<file path="src/rtl/gls1d_pkg.sv">
// gls1d_pkg: shared widths, register codes and controller/datapath structs
// for the 1-d gauss-law field solver. no dependencies.
`default_nettype none

package gls1d_pkg;

   localparam int DENSITY_W = 32;
   localparam int FIELD_W   = 48;
   localparam int STEP_W    = 24;
   localparam int NCELLS_W  = 7;
   localparam int FRAC_W    = 16;

   localparam int MAX_CELLS_DEFAULT = 64;
   localparam int MIN_CELLS         = 2;

   localparam int CSR_DATA_W = 32;
   localparam int CSR_ADDR_W = 3;

   // register index, taken from address bit 2
   localparam logic REG_GRID_STEP = 1'b0;
   localparam logic REG_N_CELLS   = 1'b1;

   localparam logic [STEP_W-1:0]   GRID_STEP_RESET = 24'd65536;
   localparam logic [NCELLS_W-1:0] N_CELLS_RESET   = 7'd64;

   typedef struct packed {
      logic take_item;
      logic acc_step;
      logic div_start;
      logic div_step;
      logic mean_load;
      logic out_load;
      logic rd_next;
      logic run_clear;
   } gls1d_cmd_type;

   typedef struct packed {
      logic run_end;
      logic div_last;
      logic out_last;
   } gls1d_sts_type;

endpackage

`default_nettype wire

</file>
<file path="src/rtl/gls1d_ctrl.sv">
// gls1d_ctrl: sequencer for load, accumulate, divide and emit phases.
// depends on gls1d_pkg.
`default_nettype none

module gls1d_ctrl import gls1d_pkg::*; (
   input  wire logic          clock,
   input  wire logic          reset,
   input  wire logic          req_valid,
   output logic               req_ready,
   output logic               rsp_valid,
   input  wire logic          rsp_ready,
   input  wire gls1d_sts_type sts,
   output gls1d_cmd_type      cmd
);

   localparam logic [2:0] ST_IDLE = 3'd0;
   localparam logic [2:0] ST_ACC  = 3'd1;
   localparam logic [2:0] ST_DIV  = 3'd2;
   localparam logic [2:0] ST_RD   = 3'd3;
   localparam logic [2:0] ST_LOAD = 3'd4;
   localparam logic [2:0] ST_HOLD = 3'd5;

   logic [2:0] state_ff;
   logic [2:0] state_in;

   always_comb begin
      state_in  = state_ff;
      cmd       = '0;
      req_ready = 1'b0;
      rsp_valid = 1'b0;
      unique case (state_ff)
         ST_IDLE: begin
            req_ready = 1'b1;
            if (req_valid) begin
               cmd.take_item = 1'b1;
               state_in      = ST_ACC;
            end
         end
         ST_ACC: begin
            cmd.acc_step = 1'b1;
            if (sts.run_end) begin
               cmd.div_start = 1'b1;
               state_in      = ST_DIV;
            end else begin
               state_in = ST_IDLE;
            end
         end
         ST_DIV: begin
            cmd.div_step = 1'b1;
            if (sts.div_last) begin
               state_in = ST_RD;
            end
         end
         ST_RD: begin
            // ram address is presented here, data lands next cycle
            cmd.mean_load = 1'b1;
            state_in      = ST_LOAD;
         end
         ST_LOAD: begin
            cmd.out_load = 1'b1;
            state_in     = ST_HOLD;
         end
         ST_HOLD: begin
            rsp_valid = 1'b1;
            if (rsp_ready) begin
               if (sts.out_last) begin
                  cmd.run_clear = 1'b1;
                  state_in      = ST_IDLE;
               end else begin
                  cmd.rd_next = 1'b1;
                  state_in    = ST_RD;
               end
            end
         end
         default: begin
            state_in = ST_IDLE;
         end
      endcase
   end

   always_ff @(posedge clock) begin
      if (reset) begin
         state_ff <= ST_IDLE;
      end else begin
         state_ff <= state_in;
      end
   end

endmodule

`default_nettype wire

</file>
<file path="config.mk">
export PLATFORM = sky130hd
export DESIGN_NAME = gls1d_ctrl
export DESIGN_NICKNAME = d
export VERILOG_FILES = /design/src/rtl/gls1d_pkg.sv /design/src/rtl/gls1d_ctrl.sv
export SDC_FILE = /design/constraint.sdc
export NUM_CORES = 1
export LEC_CHECK = 0
export ABC_CLOCK_PERIOD_IN_PS = 1250
export BUFFER_PORTS_ARGS = -buffer_cell sky130_fd_sc_hd__buf_2
export CAP_MARGIN = 30
export CORE_AREA = 2 2 39 41
export CTS_BUF_LIST = sky130_fd_sc_hd__clkbuf_16
export DETAILED_ROUTE_END_ITERATION = 16
export DIE_AREA = 0 0 41 43
export SYNTH_ARGS = -nofsm -noshare
export SYNTH_HDL_FRONTEND = slang
export SYNTH_SLANG_ARGS = --single-unit
</file>
<file path="constraint.sdc">
create_clock -name clock -period 1.25 [get_ports clock]
set_clock_uncertainty 0.15 [all_clocks]
set_input_delay 0.25 -clock clock [delete_from_list [all_inputs] [get_ports clock]]
set_output_delay 0.25 -clock clock [all_outputs]
set_load 0.01 [all_outputs]
</file>
==> summary.md <==
| Metric | Value |
|---|---|
| Syn Nets | `45` |
| Mean post-synth cell area | `8.30 sq um` |
| PwrDens | `1150 nW/um^2` |
| Number of antenna violations at the first check in global routing | `0` |
| Root buffer cell | `clkbuf_16` |
| Worst Path Required | `0.85 ns` |
| Die H | `43 um` |
| Wire length of the first global-routing pass | `1.27 mm` |
| Tcrit/Tclk final | `123%` |
| Crit-path max FO | `4` |
| Fin cells | `83` |
| CTS Hold Bufs | `0` |
| DR WL/cell | `10.4 um` |
| Clock transition at path regs | `0.03 ns` |
| Failing checks | `setup timing` |
| Final setup fails | `12` |
| Via density | `4.55` |
| Sw Share | `20.5%` |
| WL final | `864 um` |
| Antenna Nets Post-Route | `0` |
| Final core occ | `47.6%` |
| Power share of the combinational group | `20.4%` |
| Die area | `1760 sq um` |
| Layout cell share with drive strength beyond 1 | `74.6%` |
| Crit Path Class | `flop to output port` |
| Clock Tree Buf Depth | `2` |
| Core area | `1380 sq um` |
| H-tree depth | `1` |
| Maximum number of pins on one net before global-route repair | `7` |
| Number of global-route vias before repair | `338` |
| Most common cell after layout, fill and taps aside | `buf_2` |
| HP Class | `input port to flop` |
| PortBufs | `16` |
| Seq/Total Area, Yosys | `19.0%` |
| Drt drc | `0` |
| CP Launch Type | `flop` |
| Top reg by flops | `state_ff` |
| Max_cap viols | `0` |
| Worst Slack Setup Final | `-0.282 ns` |
| FF+latch count, synth | `3` |
| Drt pass-1 iters | `3` |
| CP bufs+invs | `1` |
| Top Family by Delay on Critical Path | `simple AND/OR/NAND/NOR gates` |
| Via count | `378` |
| Max IR drop VDD | `0.000698 V` |
| Rows | `14` |
| Area contributors post-synth | `dfxtp_1, buf_6, nor2b_4, and2_1, a21oi_1` |
| TritonCTS Sinks | `3` |
| Synthesized cell area | `315 sq um` |
| Crit path largest cell delay | `0.35 ns` |
| Sequential share of power | `14.5%` |
| Yosys warns | `0` |
| Post-Route Setup TNS | `-2.34 ns` |
| Clk_lat worst skew | `0.22 ns` |
| Slew Viols, Final | `0` |
| Post-synth top area share | `19.0%` |
| Io pins | `17` |
| Int Pwr | `0.600 mW` |
| CP endpoint kind | `output port` |
| Clock network power share | `65.1%` |
| Fin. Hold Viols | `0` |
| Post-synth cell types | `20` |
| CTS Buf Count | `3` |
| Area leader, netlist | `dfxtp_1` |
| Gpl congestion | `0.803` |
| CP max stage cell | `dfxtp_4` |
| Pre-CTS WS | `-0.0746 ns` |
| Crit-path cells | `nor2b_4, and2_4, and3_4, buf_6` |
| Unrepaired setup endpoints after global routing | `true` |
| Dpl cells | `75` |
| P&R area growth vs syn | `109%` |
| Initial DRC Count | `5` |
| Total congestion overflow | `0` |
| Sw power | `0.155 mW` |
| Largest regs | `state_ff x3` |
| Highest clock rate | `0.653 GHz` |
| Outcome | `finished with violations` |
| Largest register FFs | `3` |
| Global router's overall resource usage | `10.8%` |
| Tmin final | `1.53 ns` |
| Post-Layout Inst Area | `658 sq um` |
| Area post-placement | `468 sq um` |
| Slew @ Worst Pin | `0.143 ns` |
| Most frequent cells in the layout | `buf_2, buf_6, buf_4` |
| CP arrival | `1.13 ns` |
| Cells after synthesis | `38` |
| Slew headroom | `90.4%` |
| HPWL after DPL | `631 um` |
| Fillers | `140` |
| CTS tree | `yes` |
| Initial Util | `22.8%` |
| Leak | `0.300 nW` |
| Final #Nets | `75` |
| Ant diodes | `0` |
| Die Wd | `41 um` |
-- synthesized netlist by cell type (all sizes together) --
cell type and count:
nor3 2, a221o 1, buf 3, nor2 5
nand2 4, and2 4, a211oi 1, nand2b 2
nor2b 4, o21ai 3, dfxtp 3, nor3b 1
and3 1, a21oi 3, and3b 1
-- layout make-up --
cell class / count / area, sq um / area share, %
repair buffers: 28 / 220 / 33.5
well taps: 16 / 20.0 / 3.04
clock inverters: 1 / 3.75 / 0.570
multi-input cells: 32 / 268 / 40.7
flip-flops and latches: 3 / 71.3 / 10.8
clock buffers: 3 / 75.1 / 11.4
-- power by group through the flow --
stage	Combinational [mW]	Clock, mW	Sequential (mW)
floorplan	0.0775	0	0.106
global placement	0.120	0	0.111
detailed placement	0.122	0	0.111
CTS	0.135	0.505	0.109
global route	0.167	0.518	0.111
finish	0.154	0.491	0.110
-- timing repair --
item	CTS	global route
buffers inserted	2	4
gates cloned	0	0
hold endpoints to repair	0	0
gates resized for setup	14	7
setup endpoints to repair	12	12
pin swaps	8	9
-- path summary, 6_finish.rpt --
check,from,to,slack [ns],depth (start not counted)
max,state_ff[2],cmd[0],-0.28,4
min,reset,state_ff[1],0.09,2
min reg2reg,state_ff[2],state_ff[1],0.53,4
max reg2reg,state_ff[1],state_ff[0],-0.07,4
-- layer usage --
metal | track usage (%) | routed length, um
met1 | 11.3 | 339
met2 | 16.3 | 462
met3 | 4.71 | 46
met4 | 8.00 | 16
met5 | 0 | 0
-- metrics by stage --
step	hold slack (ns)	total power, mW
4_1_cts	0.0913	0.749
5_1_grt	0.106	0.795
3_5_place_dp	0.320	0.233
3_3_place_gp	0.325	0.231
2_1_floorplan	0.165	0.183
6_report	0.0928	0.755
-- logic make-up (layout without fill, tap and decap cells) --
kind of cell | Yosys count | after routing | share of synthesized area, %
simple gates | 24 | 24 | 52.4
buf+inv | 3 | 32 | 10.7
compound gates | 8 | 8 | 17.9
flops | 3 | 3 | 19.0
(Power assumes the default switching activity.)
